--- src/rtl/core/postfix_stack_evaluator_core_macros.svh ---
// Assertion macros shared by the postfix evaluator RTL.
`ifndef POSTFIX_STACK_EVALUATOR_CORE_MACROS_SVH
`define POSTFIX_STACK_EVALUATOR_CORE_MACROS_SVH
`ifndef SYNTH
`define PSED_ASSERT(lbl, clk, rstn, prop) \
  lbl: assert property (@(posedge clk) disable iff (!rstn) prop) \
    else $error("assertion failed");
`define PSED_ASSERT_NEVER(lbl, clk, rstn, cond) \
  lbl: assert property (@(posedge clk) disable iff (!rstn) !(cond)) \
    else $error("forbidden condition seen");
`else
`define PSED_ASSERT(lbl, clk, rstn, prop)
`define PSED_ASSERT_NEVER(lbl, clk, rstn, cond)
`endif
`endif

--- src/rtl/core/psed_pkg.sv ---
// Types, codes and sizes shared by the postfix evaluator modules.
`default_nettype none
package psed_pkg;

  localparam int STACK_DEPTH = 16;
  localparam int NUM_VARS    = 32;

  localparam int CMD_W    = 3;
  localparam int LIT_W    = 31;
  localparam int VIDX_W   = 5;
  localparam int STATUS_W = 3;
  localparam int DATA_W   = 32;

  localparam int CNT_W   = $clog2(STACK_DEPTH + 1);
  localparam int SADDR_W = $clog2(STACK_DEPTH);
  localparam int VADDR_W = (NUM_VARS > 1) ? $clog2(NUM_VARS) : 1;
  localparam int DCNT_W  = $clog2(DATA_W);

  typedef enum logic [CMD_W-1:0] {
    CMD_PUSH  = 3'd0,
    CMD_LOAD  = 3'd1,
    CMD_STORE = 3'd2,
    CMD_ADD   = 3'd3,
    CMD_SUB   = 3'd4,
    CMD_MUL   = 3'd5,
    CMD_DIV   = 3'd6,
    CMD_END   = 3'd7
  } cmd_e;

  typedef enum logic [STATUS_W-1:0] {
    STS_OK      = 3'd0,
    STS_FEW     = 3'd1,
    STS_MISSING = 3'd2,
    STS_DIVZERO = 3'd3,
    STS_OVERFLOW = 3'd4
  } status_e;

  typedef struct packed {
    logic               stk_re;
    logic [SADDR_W-1:0] stk_raddr;
    logic               stk_we;
    logic [SADDR_W-1:0] stk_waddr;
    logic [DATA_W-1:0]  stk_wdata;
    logic               var_re;
    logic [VADDR_W-1:0] var_raddr;
    logic               var_we;
    logic [VADDR_W-1:0] var_waddr;
    logic [DATA_W-1:0]  var_wdata;
    logic               var_clear;
  } stor_req_t;

  typedef struct packed {
    logic              start;
    logic [DATA_W-1:0] dividend;
    logic [DATA_W-1:0] divisor;
  } div_req_t;

  typedef struct packed {
    logic              done;
    logic [DATA_W-1:0] quotient;
  } div_rsp_t;

endpackage
`default_nettype wire

--- src/rtl/core/psed_stream_if.sv ---
// Valid/ready channel interfaces for command items and result items.
`default_nettype none
interface psed_cmd_if import psed_pkg::*; ();
  logic              valid;
  logic              ready;
  logic [CMD_W-1:0]  command;
  logic [LIT_W-1:0]  literal_value;
  logic [VIDX_W-1:0] var_index;

  modport source (output valid, output command, output literal_value, output var_index,
                  input ready);
  modport sink   (input valid, input command, input literal_value, input var_index,
                  output ready);
endinterface

interface psed_res_if import psed_pkg::*; ();
  logic                     valid;
  logic                     ready;
  logic [STATUS_W-1:0]      status;
  logic signed [DATA_W-1:0] result_value;
  logic                     expression_done;

  modport source (output valid, output status, output result_value,
                  output expression_done, input ready);
  modport sink   (input valid, input status, input result_value,
                  input expression_done, output ready);
endinterface
`default_nettype wire

--- src/rtl/core/psed_div.sv ---
// Radix-2 restoring divider for signed 32-bit operands, truncating toward zero.
`default_nettype none
`include "postfix_stack_evaluator_core_macros.svh"
module psed_div import psed_pkg::*; (
  input  wire logic     clk_i,
  input  wire logic     rst_ni,
  input  wire div_req_t req_i,
  output div_rsp_t      rsp_o
);

  logic              busy_q, done_q;
  logic [DCNT_W-1:0] cnt_q;
  logic [DATA_W-1:0] rem_q, quo_q, dsr_q;
  logic              neg_q;
  logic [DATA_W:0]   trial;
  logic [DATA_W-1:0] mag_a, mag_b;

  assign mag_a = req_i.dividend[DATA_W-1] ? (DATA_W'(0) - req_i.dividend) : req_i.dividend;
  assign mag_b = req_i.divisor[DATA_W-1] ? (DATA_W'(0) - req_i.divisor) : req_i.divisor;
  assign trial = {rem_q, quo_q[DATA_W-1]} - {1'b0, dsr_q};

  always_ff @(posedge clk_i or negedge rst_ni) begin
    if (!rst_ni) begin
      busy_q <= 1'b0;
      done_q <= 1'b0;
      cnt_q  <= '0;
    end else if (req_i.start) begin
      busy_q <= 1'b1;
      done_q <= 1'b0;
      cnt_q  <= '0;
    end else if (busy_q) begin
      cnt_q <= cnt_q + DCNT_W'(1);
      if (cnt_q == DCNT_W'(DATA_W - 1)) begin
        busy_q <= 1'b0;
        done_q <= 1'b1;
      end
    end
  end

  always_ff @(posedge clk_i) begin
    if (req_i.start) begin
      rem_q <= '0;
      quo_q <= mag_a;
      dsr_q <= mag_b;
      neg_q <= req_i.dividend[DATA_W-1] ^ req_i.divisor[DATA_W-1];
    end else if (busy_q) begin
      if (!trial[DATA_W]) begin
        rem_q <= trial[DATA_W-1:0];
        quo_q <= {quo_q[DATA_W-2:0], 1'b1};
      end else begin
        rem_q <= {rem_q[DATA_W-2:0], quo_q[DATA_W-1]};
        quo_q <= {quo_q[DATA_W-2:0], 1'b0};
      end
    end
  end

  assign rsp_o.done     = done_q;
  assign rsp_o.quotient = neg_q ? (DATA_W'(0) - quo_q) : quo_q;

  `PSED_ASSERT_NEVER(a_no_start_busy, clk_i, rst_ni, req_i.start && busy_q)
  `PSED_ASSERT_NEVER(a_busy_done_excl, clk_i, rst_ni, busy_q && done_q)
  `PSED_ASSERT(a_last_step_done, clk_i, rst_ni,
               (busy_q && !req_i.start && cnt_q == DCNT_W'(DATA_W - 1)) |=> done_q)

endmodule
`default_nettype wire

--- src/rtl/core/psed_store.sv ---
// Operand stack memory, variable memory and the variable defined flags.
`default_nettype none
module psed_store import psed_pkg::*; (
  input  wire logic        clk_i,
  input  wire logic        rst_ni,
  input  wire stor_req_t   req_i,
  output logic [DATA_W-1:0] stk_rdata_o,
  output logic [DATA_W-1:0] var_rdata_o,
  output logic              var_def_o
);

  logic [DATA_W-1:0] stk_mem [STACK_DEPTH];
  logic [DATA_W-1:0] var_mem [NUM_VARS];
  logic [NUM_VARS-1:0] def_q;
  logic                def_rd_q;
  logic [DATA_W-1:0]   stk_rd_q, var_rd_q;

  always_ff @(posedge clk_i) begin
    if (req_i.stk_we) begin
      stk_mem[req_i.stk_waddr] <= req_i.stk_wdata;
    end
    if (req_i.stk_re) begin
      stk_rd_q <= stk_mem[req_i.stk_raddr];
    end
  end

  always_ff @(posedge clk_i) begin
    if (req_i.var_we) begin
      var_mem[req_i.var_waddr] <= req_i.var_wdata;
    end
    if (req_i.var_re) begin
      var_rd_q <= var_mem[req_i.var_raddr];
    end
  end

  // Flags live in flip-flops so that the end of an expression clears them at once.
  always_ff @(posedge clk_i or negedge rst_ni) begin
    if (!rst_ni) begin
      def_q    <= '0;
      def_rd_q <= 1'b0;
    end else begin
      if (req_i.var_clear) begin
        def_q <= '0;
      end else if (req_i.var_we) begin
        def_q[req_i.var_waddr] <= 1'b1;
      end
      if (req_i.var_re) begin
        def_rd_q <= def_q[req_i.var_raddr];
      end
    end
  end

  assign stk_rdata_o = stk_rd_q;
  assign var_rdata_o = var_rd_q;
  assign var_def_o   = def_rd_q;

endmodule
`default_nettype wire

--- src/rtl/core/postfix_stack_evaluator_core.sv ---
// Top level of the postfix expression evaluator: sequencer, stack pointer and result register.
//
//   channel  | dir | handshake   | payload
//   ---------+-----+-------------+------------------------------------------------
//   cmd_i    | in  | valid/ready | command[2:0], literal_value[30:0], var_index[4:0]
//   res_o    | out | valid/ready | status[2:0], result_value[31:0] signed,
//            |     |             | expression_done
//
// The accept cycle issues the reads of the stack and variable memories; the item then
// uses the registered read data and commits once the output register is free.
// A divide waits in ST_DIVW for the divider, which produces one quotient bit per cycle.
// Reset clears the stack count, the sticky error and the variable defined flags at
// once; no clearing pass is needed and items are accepted right after reset.
// A result waits in the output register; the next item may be accepted meanwhile,
// and only its commit waits until the output register is free.
`default_nettype none
`include "postfix_stack_evaluator_core_macros.svh"
module postfix_stack_evaluator_core import psed_pkg::*; (
  input  wire logic  clk_i,
  input  wire logic  rst_ni,
  psed_cmd_if.sink   cmd_i,
  psed_res_if.source res_o
);

  // One item is in flight at a time, so a memory write at commit is always
  // settled before the reads of the next item are issued.
  typedef enum logic [2:0] {
    ST_IDLE = 3'b001,
    ST_EXEC = 3'b010,
    ST_DIVW = 3'b100
  } state_e;

  state_e            state_q;
  cmd_e              cmd_q;
  logic [LIT_W-1:0]  lit_q;
  logic [VIDX_W-1:0] idx_q;
  logic [CNT_W-1:0]  cnt_q, cnt_d;
  logic [DATA_W-1:0] top_q, top_d;
  status_e           err_q, err_d;

  logic                out_valid_q;
  logic [STATUS_W-1:0] out_sts_q;
  logic [DATA_W-1:0]   out_val_q;
  logic                out_done_q;

  logic in_accept, out_free, commit, go_div, commit_end;
  logic stk_wr, var_wr, var_clr;
  logic has1, has2, full, in_range;
  status_e end_sts;
  logic [DATA_W-1:0] stk_rdata, var_rdata, push_val, lhs, rhs;
  logic              var_def;
  stor_req_t         st_req;
  div_req_t          dv_req;
  div_rsp_t          dv_rsp;
  logic [STATUS_W-1:0] res_sts;
  logic [DATA_W-1:0]   res_val;

  assign in_accept = cmd_i.valid && cmd_i.ready;
  assign cmd_i.ready = (state_q == ST_IDLE);
  assign out_free = !out_valid_q || res_o.ready;

  assign has1     = (cnt_q != '0);
  assign has2     = (cnt_q >= CNT_W'(2));
  assign full     = (cnt_q == CNT_W'(STACK_DEPTH));
  assign in_range = (int'(idx_q) < NUM_VARS);

  // Top of stack sits in top_q; the memory holds the entries below it.
  assign lhs = stk_rdata;
  assign rhs = top_q;
  assign push_val = (cmd_q == CMD_PUSH) ? DATA_W'(lit_q) :
                    ((in_range && var_def) ? var_rdata : '0);

  always_comb begin
    cnt_d   = cnt_q;
    top_d   = top_q;
    err_d   = err_q;
    commit  = 1'b0;
    go_div  = 1'b0;
    stk_wr  = 1'b0;
    var_wr  = 1'b0;
    var_clr = 1'b0;
    end_sts = STS_OK;
    case (state_q)
      ST_EXEC: begin
        if (cmd_q == CMD_END) begin
          commit = out_free;
          if (err_q != STS_OK) begin
            end_sts = err_q;
          end else if (!has1) begin
            end_sts = STS_FEW;
          end else if (has2) begin
            end_sts = STS_MISSING;
          end else begin
            end_sts = STS_OK;
          end
          cnt_d   = '0;
          err_d   = STS_OK;
          var_clr = commit;
        end else if (err_q != STS_OK) begin
          // Sticky error: the item changes nothing and reports the error.
          commit = out_free;
        end else begin
          case (cmd_q)
            CMD_PUSH, CMD_LOAD: begin
              commit = out_free;
              if (full) begin
                err_d = STS_OVERFLOW;
              end else begin
                top_d  = push_val;
                cnt_d  = cnt_q + CNT_W'(1);
                stk_wr = has1 && commit;
              end
            end
            CMD_STORE: begin
              commit = out_free;
              if (!has1) begin
                err_d = STS_FEW;
              end else begin
                top_d  = lhs;
                cnt_d  = cnt_q - CNT_W'(1);
                // Only the first store to a variable takes effect.
                var_wr = commit && in_range && !var_def;
              end
            end
            CMD_ADD, CMD_SUB, CMD_MUL: begin
              commit = out_free;
              if (!has2) begin
                err_d = STS_FEW;
              end else begin
                cnt_d = cnt_q - CNT_W'(1);
                if (cmd_q == CMD_ADD) begin
                  top_d = lhs + rhs;
                end else if (cmd_q == CMD_SUB) begin
                  top_d = lhs - rhs;
                end else begin
                  top_d = lhs * rhs;
                end
              end
            end
            CMD_DIV: begin
              if (!has2) begin
                commit = out_free;
                err_d  = STS_FEW;
              end else if (rhs == '0) begin
                commit = out_free;
                err_d  = STS_DIVZERO;
              end else begin
                go_div = 1'b1;
              end
            end
            default: begin
              commit = out_free;
            end
          endcase
        end
      end
      ST_DIVW: begin
        if (dv_rsp.done) begin
          commit = out_free;
          top_d  = dv_rsp.quotient;
          cnt_d  = cnt_q - CNT_W'(1);
        end
      end
      default: begin
      end
    endcase
  end

  assign commit_end = commit && (cmd_q == CMD_END);

  // The end item reports its own status; any other item reports the error and the
  // top of the stack as they stand after it.
  always_comb begin
    if (cmd_q == CMD_END) begin
      res_sts = end_sts;
      res_val = (end_sts == STS_OK) ? top_q : '0;
    end else begin
      res_sts = err_d;
      res_val = (cnt_d != '0) ? top_d : '0;
    end
  end

  always_ff @(posedge clk_i or negedge rst_ni) begin
    if (!rst_ni) begin
      state_q <= ST_IDLE;
      cnt_q   <= '0;
      err_q   <= STS_OK;
    end else begin
      case (state_q)
        ST_IDLE: begin
          if (in_accept) begin
            state_q <= ST_EXEC;
          end
        end
        ST_EXEC: begin
          if (go_div) begin
            state_q <= ST_DIVW;
          end else if (commit) begin
            state_q <= ST_IDLE;
          end
        end
        ST_DIVW: begin
          if (commit) begin
            state_q <= ST_IDLE;
          end
        end
        default: begin
          state_q <= ST_IDLE;
        end
      endcase
      if (commit) begin
        cnt_q <= cnt_d;
        err_q <= err_d;
      end
    end
  end

  always_ff @(posedge clk_i) begin
    if (in_accept) begin
      cmd_q <= cmd_e'(cmd_i.command);
      lit_q <= cmd_i.literal_value;
      idx_q <= cmd_i.var_index;
    end
    if (commit) begin
      top_q <= top_d;
    end
  end

  always_ff @(posedge clk_i or negedge rst_ni) begin
    if (!rst_ni) begin
      out_valid_q <= 1'b0;
    end else if (commit) begin
      out_valid_q <= 1'b1;
    end else if (res_o.ready) begin
      out_valid_q <= 1'b0;
    end
  end

  always_ff @(posedge clk_i) begin
    if (commit) begin
      out_sts_q  <= res_sts;
      out_val_q  <= res_val;
      out_done_q <= (cmd_q == CMD_END);
    end
  end

  assign res_o.valid           = out_valid_q;
  assign res_o.status          = out_sts_q;
  assign res_o.result_value    = out_val_q;
  assign res_o.expression_done = out_done_q;

  // Reads are issued in the accept cycle; the variable address comes from the incoming item.
  assign st_req.stk_re    = in_accept;
  assign st_req.stk_raddr = SADDR_W'(cnt_q - CNT_W'(2));
  assign st_req.stk_we    = stk_wr;
  assign st_req.stk_waddr = SADDR_W'(cnt_q - CNT_W'(1));
  assign st_req.stk_wdata = top_q;
  assign st_req.var_re    = in_accept;
  assign st_req.var_raddr = VADDR_W'(cmd_i.var_index);
  assign st_req.var_we    = var_wr;
  assign st_req.var_waddr = VADDR_W'(idx_q);
  assign st_req.var_wdata = top_q;
  assign st_req.var_clear = var_clr;

  psed_store u_store (
    .clk_i       (clk_i),
    .rst_ni      (rst_ni),
    .req_i       (st_req),
    .stk_rdata_o (stk_rdata),
    .var_rdata_o (var_rdata),
    .var_def_o   (var_def)
  );

  assign dv_req.start    = go_div;
  assign dv_req.dividend = lhs;
  assign dv_req.divisor  = rhs;

  psed_div u_div (
    .clk_i  (clk_i),
    .rst_ni (rst_ni),
    .req_i  (dv_req),
    .rsp_o  (dv_rsp)
  );

  `PSED_ASSERT(a_accept_to_exec, clk_i, rst_ni, in_accept |=> (state_q == ST_EXEC))
  `PSED_ASSERT_NEVER(a_cnt_bound, clk_i, rst_ni, cnt_q > CNT_W'(STACK_DEPTH))
  `PSED_ASSERT(a_err_sticky, clk_i, rst_ni,
               ((err_q != STS_OK) && !commit_end) |=> (err_q == $past(err_q)))
  `PSED_ASSERT_NEVER(a_end_err_zero, clk_i, rst_ni,
                     out_valid_q && out_done_q && (out_sts_q != STS_OK) && (out_val_q != '0))

endmodule
`default_nettype wire
--- src/flat_wrapper.sv ---
// flat-port wrapper written by rule: the top's interface ports become plain ports
module postfix_stack_evaluator_core_flat import psed_pkg::*;
  (clk_i, rst_ni, cmd_i_valid, cmd_i_command, cmd_i_literal_value, cmd_i_var_index, cmd_i_ready, res_o_valid, res_o_status, res_o_result_value, res_o_expression_done, res_o_ready);
  psed_cmd_if cmd_i_i ();
  psed_res_if res_o_i ();
  input  wire logic clk_i;
  input  wire logic rst_ni;
  input wire logic [$bits(cmd_i_i.valid)-1:0] cmd_i_valid;
  input wire logic [$bits(cmd_i_i.command)-1:0] cmd_i_command;
  input wire logic [$bits(cmd_i_i.literal_value)-1:0] cmd_i_literal_value;
  input wire logic [$bits(cmd_i_i.var_index)-1:0] cmd_i_var_index;
  output wire logic [$bits(cmd_i_i.ready)-1:0] cmd_i_ready;
  output wire logic [$bits(res_o_i.valid)-1:0] res_o_valid;
  output wire logic [$bits(res_o_i.status)-1:0] res_o_status;
  output wire logic [$bits(res_o_i.result_value)-1:0] res_o_result_value;
  output wire logic [$bits(res_o_i.expression_done)-1:0] res_o_expression_done;
  input wire logic [$bits(res_o_i.ready)-1:0] res_o_ready;
  assign cmd_i_i.valid = cmd_i_valid;
  assign cmd_i_i.command = cmd_i_command;
  assign cmd_i_i.literal_value = cmd_i_literal_value;
  assign cmd_i_i.var_index = cmd_i_var_index;
  assign cmd_i_ready = cmd_i_i.ready;
  assign res_o_valid = res_o_i.valid;
  assign res_o_status = res_o_i.status;
  assign res_o_result_value = res_o_i.result_value;
  assign res_o_expression_done = res_o_i.expression_done;
  assign res_o_i.ready = res_o_ready;
  postfix_stack_evaluator_core u_core (.clk_i(clk_i), .rst_ni(rst_ni), .cmd_i(cmd_i_i), .res_o(res_o_i));
endmodule
--- config.mk ---
export PLATFORM = sky130hd
export DESIGN_NAME = postfix_stack_evaluator_core_flat
export DESIGN_NICKNAME = d
export VERILOG_FILES = /design/src/rtl/core/psed_pkg.sv /design/src/rtl/core/psed_stream_if.sv /design/src/rtl/core/psed_div.sv /design/src/rtl/core/psed_store.sv /design/src/rtl/core/postfix_stack_evaluator_core.sv /design/src/flat_wrapper.sv
export VERILOG_INCLUDE_DIRS = /design/src /design/src/rtl/core
export SDC_FILE = /design/constraint.sdc
export NUM_CORES = 2
export LEC_CHECK = 0
export BUFFER_PORTS_ARGS = -buffer_cell sky130_fd_sc_hd__buf_4
export CORE_MARGIN = 2
export CORE_UTILIZATION = 41
export DETAILED_ROUTE_END_ITERATION = 16
export GPL_ROUTABILITY_DRIVEN = 0
export PLACE_DENSITY_LB_ADDON = 0.08
export SYNTH_ARGS = -nofsm -noshare
export SYNTH_HDL_FRONTEND = slang
export SYNTH_SLANG_ARGS = --single-unit
--- constraint.sdc ---
create_clock -name clk_i -period 10.2 [get_ports clk_i]
set_input_delay 0 -clock clk_i [delete_from_list [all_inputs] [get_ports clk_i]]
set_output_delay 0 -clock clk_i [all_outputs]
set_load 0.02 [all_outputs]
==> impl_results.md <==
* Status: finished clean
* Final setup fails at 0
* Wire length per cell at 31.5 um
* Number of gates resized after CTS at 0
* Inserted Clock Buffers at 196
* Initial antenna violation count at 19
* Final hold vios at 0
* Synth Net Count at 6886
* Clock skew at 66.6 ps
* First-pass GRT wire length at 432000 um
* Yosys reg bits at 1856
* Final setup TNS at 0 ps
* Initial DRC Count at 6527
* Core Region at 230000 um^2
* CP Class: flop to flop
* YS warnings at 0
* Primary FF master, synth: edfxtp_1
* IO buf count at 80
* Worst slew pin tran at 1440 ps
* Top cell type by total area after synthesis: edfxtp_1
* Worst relative slew slack at 0.0384
* Layout Nets at 7094
* Clock Tree Root: clkbuf_16
* Worst r2r dst: u_core.res_o.result_value[31]$_DFFE_PP_
* R2r worst-path depth at 24
* Worst Setup End Kind: flop
* Top-area cell type share of the netlist area at 0.562
* Total die area at 235000 um^2
* Synth unique cells at 100
* Post-DP HPWL at 194000 um
* Commonest cells in the netlist: 1772 x edfxtp_1, 493 x inv_1, 490 x mux4_2
* Max Slew Vio Count at 0
* Post-Syn Area at 94700 um^2
* Hold Crit Class: primary input to flop
* Fmax at 105 MHz
* Drt pass-1 iters at 12
* Initial Utilization at 0.412
* Final Cycle Share at 0.937
* Top cells by area, synth: edfxtp_1 56%, mux4_2 12%, fa_1 8.7%
* CP Cell Sequence: buf_4 > ha_1 > fa_1 > fa_1 > ha_1 > inv_1 > fa_1 > inv_1 > ha_1 > ha_1 > fa_1 > fa_1 > ha_1 > or3_1 > o31ai_1 > a211oi_1 > buf_4 > o41ai_1 > o21ai_0 > xnor2_1 > o221ai_1 > a31oi_1 > nor2_1 > o21a_1
* Chip Width at 485 um
* Unrepaired setup endpoints after global routing: no
* Hold worst-path end: u_core.u_store.var_rdata_o[17]$_DFFE_PP_
* GRT overflow at 0
* Htree depth at 4
* Drt via density at 5.87
* HP Start: cmd_i_var_index[2]
* Slowest CP cell: edfxtp_1
* CP arrival at 10140 ps
* Post-layout minimum cycle time at 9560 ps
* Required @ worst endpoint at 10780 ps
* Worst skew pair latency at 880 ps
* Die Y at 485 um
* Seq/Total Area, Yosys at 0.582
* CTS Hold Buffers Added at 76
* EDFF count, synth at 1772
* I/O pins at 81
* Slowest cell delay on critical path at 1290 ps
* FF-to-FF Start: u_core.u_store.stk_rdata_o[5]$_DFFE_PP_
* Reg clk slew, reported paths at 70 ps
* CTS tree: done
* R2R Setup Slk at 640 ps
* Total track usage at 0.258
* Cell Rows at 176
* Synth Area per Inst at 15.3 um^2
* Clk buf depth at 3
* Number of setup buffers added after CTS at 0
* Crit start category: flop
* Post-synth ARST share at 0.0280
* Worst hold path depth at 3
* Max cap viols at 0
* Layout area overhead at 13.0%
* Routed via count at 56400
* CP Max Fanout at 24
* Vias in the first global route at 57600
* Clock Sinks at 1856
* Number of remaining DRC errors at 0
* Most repeated cell in the gate-level netlist after synthesis: edfxtp_1
* Largest net degree at the start of global routing at 93
* Detail Route Antenna Nets at 0
* Syn Inst Count at 6201
* Layout cells sized above 1 at 0.185
* Final WL at 303000 um
-- sequential cells by signal (all words and copies together) (netlist names), 3 cells and up --
| register | flops |
|---|---|
| u_core.u_store.stk_rdata_o | 32 |
| u_core.rhs | 32 |
| u_core.u_div.cnt_q | 5 |
| u_core.u_store.var_mem | 1024 |
| u_core.err_q | 3 |
| u_core.u_store.def_q | 32 |
| u_core.u_store.var_rdata_o | 32 |
| u_core.cmd_q | 3 |
| u_core.idx_q | 5 |
| u_core.u_store.stk_mem | 512 |
| u_core.state_q | 3 |
| u_core.u_div.quo_q | 32 |
| u_core.cnt_q | 5 |
| u_core.u_div.dsr_q | 32 |
| u_core.res_o.result_value | 32 |
| u_core.u_div.rem_q | 32 |
| u_core.lit_q | 31 |
| u_core.res_o.status | 3 |
-- worst max-delay path by stage --
stage / startpoint / end / slack, ps / cells past startpoint
2_1_floorplan: u_core.rhs[6]$_DFFE_PP_ / u_core.res_o.result_value[26]$_DFFE_PP_ / 2090 / 27
3_3_place_gp: u_core.u_store.stk_rdata_o[5]$_DFFE_PP_ / u_core.res_o.result_value[31]$_DFFE_PP_ / 1000 / 24
3_5_place_dp: u_core.u_store.stk_rdata_o[5]$_DFFE_PP_ / u_core.res_o.result_value[31]$_DFFE_PP_ / 970 / 24
4_1_cts: u_core.u_store.stk_rdata_o[5]$_DFFE_PP_ / u_core.res_o.result_value[31]$_DFFE_PP_ / 920 / 24
5_1_grt: u_core.rhs[3]$_DFFE_PP_ / u_core.res_o.result_value[31]$_DFFE_PP_ / 480 / 26
6_report: u_core.u_store.stk_rdata_o[5]$_DFFE_PP_ / u_core.res_o.result_value[31]$_DFFE_PP_ / 640 / 24
-- cell families (layout without fill, tap and decap cells) --
kind of cell | after synthesis | count (layout) | share of synthesized area
compound gates | 835 | 835 | 0.0575
other cells | 0 | 7 | 0
fa+ha+maj | 642 | 642 | 0.117
buf+inv | 855 | 1231 | 0.0343
xor+xnor | 220 | 220 | 0.0205
mux | 555 | 555 | 0.124
flops | 1856 | 1856 | 0.582
simple gates | 1238 | 1238 | 0.0641
-- metrics by stage --
step | instances | cell area [um^2] | utilization | hold slack, ps | setup WS [ps]
finish | 9610 | 107000 | 0.465 | 160 | 645
global route | 9603 | 107000 | 0.465 | 190 | 480
CTS | 9603 | 107000 | 0.465 | 113 | 918
detailed placement | 9161 | 99700 | 0.434 | 167 | 969
global placement | 9161 | 99700 | 0.434 | 166 | 997
floorplan | 6201 | 94700 | - | -296 | 2090
-- worst max-delay path, delay by kind of cell (launching register included) --
family	cells	cell delay [ps]
AND/OR/NAND/NOR	2	490
AO/OA/AOI/OAI	7	2740
flip-flops	1	1290
buffers and inverters	4	670
adder cells (fa/ha/maj)	10	3750
XOR/XNOR	1	260
-- area by class of cell --
cell class | instances | area, um^2
clock inverters | 122 | 1340
inverters | 494 | 1860
fillers | 20000 | 123000
repair buffers | 371 | 3020
diodes | 7 | 17.5
multi-input cells | 3490 | 36700
clock buffers | 244 | 5160
well taps | 3026 | 3790
flip-flops and latches | 1856 | 55200
-- routing by layer --
metal	global-route usage	routed length, um	up-vias	part of all wire
met5	0	57	-	0.00019
li1	-	-	23500	-
met1	0.373	133000	30200	0.44
met2	0.400	139000	2201	0.46
met4	0.0909	11500	10	0.038
met3	0.0358	19200	475	0.063
-- cells in the final DEF, fill, tap and decap left out, drive strengths merged, types with 19 or more instances in the layout --
cell type,n
edfxtp,1772
xor2,86
xnor2,133
dfrtp,51
fa,411
o21ai,219
mux2i,33
a21o,39
dfxtp,32
and3,22
nand2b,27
nor3,35
or3,25
and2,278
a31oi,24
nor2,282
clkbuf,244
nand2,408
a21oi,226
mux4,490
mux2,32
o31ai,46
a221oi,19
nor2b,21
inv,502
o221ai,24
ha,231
clkinv,90
o21a,21
a22o,27
bufinv,19
a211oi,29
buf,296
nand3,58
dlygate4sd3,75
Power is not shown: default switching activity piles up to over one toggle a cycle in this logic, so the estimate is an artifact.
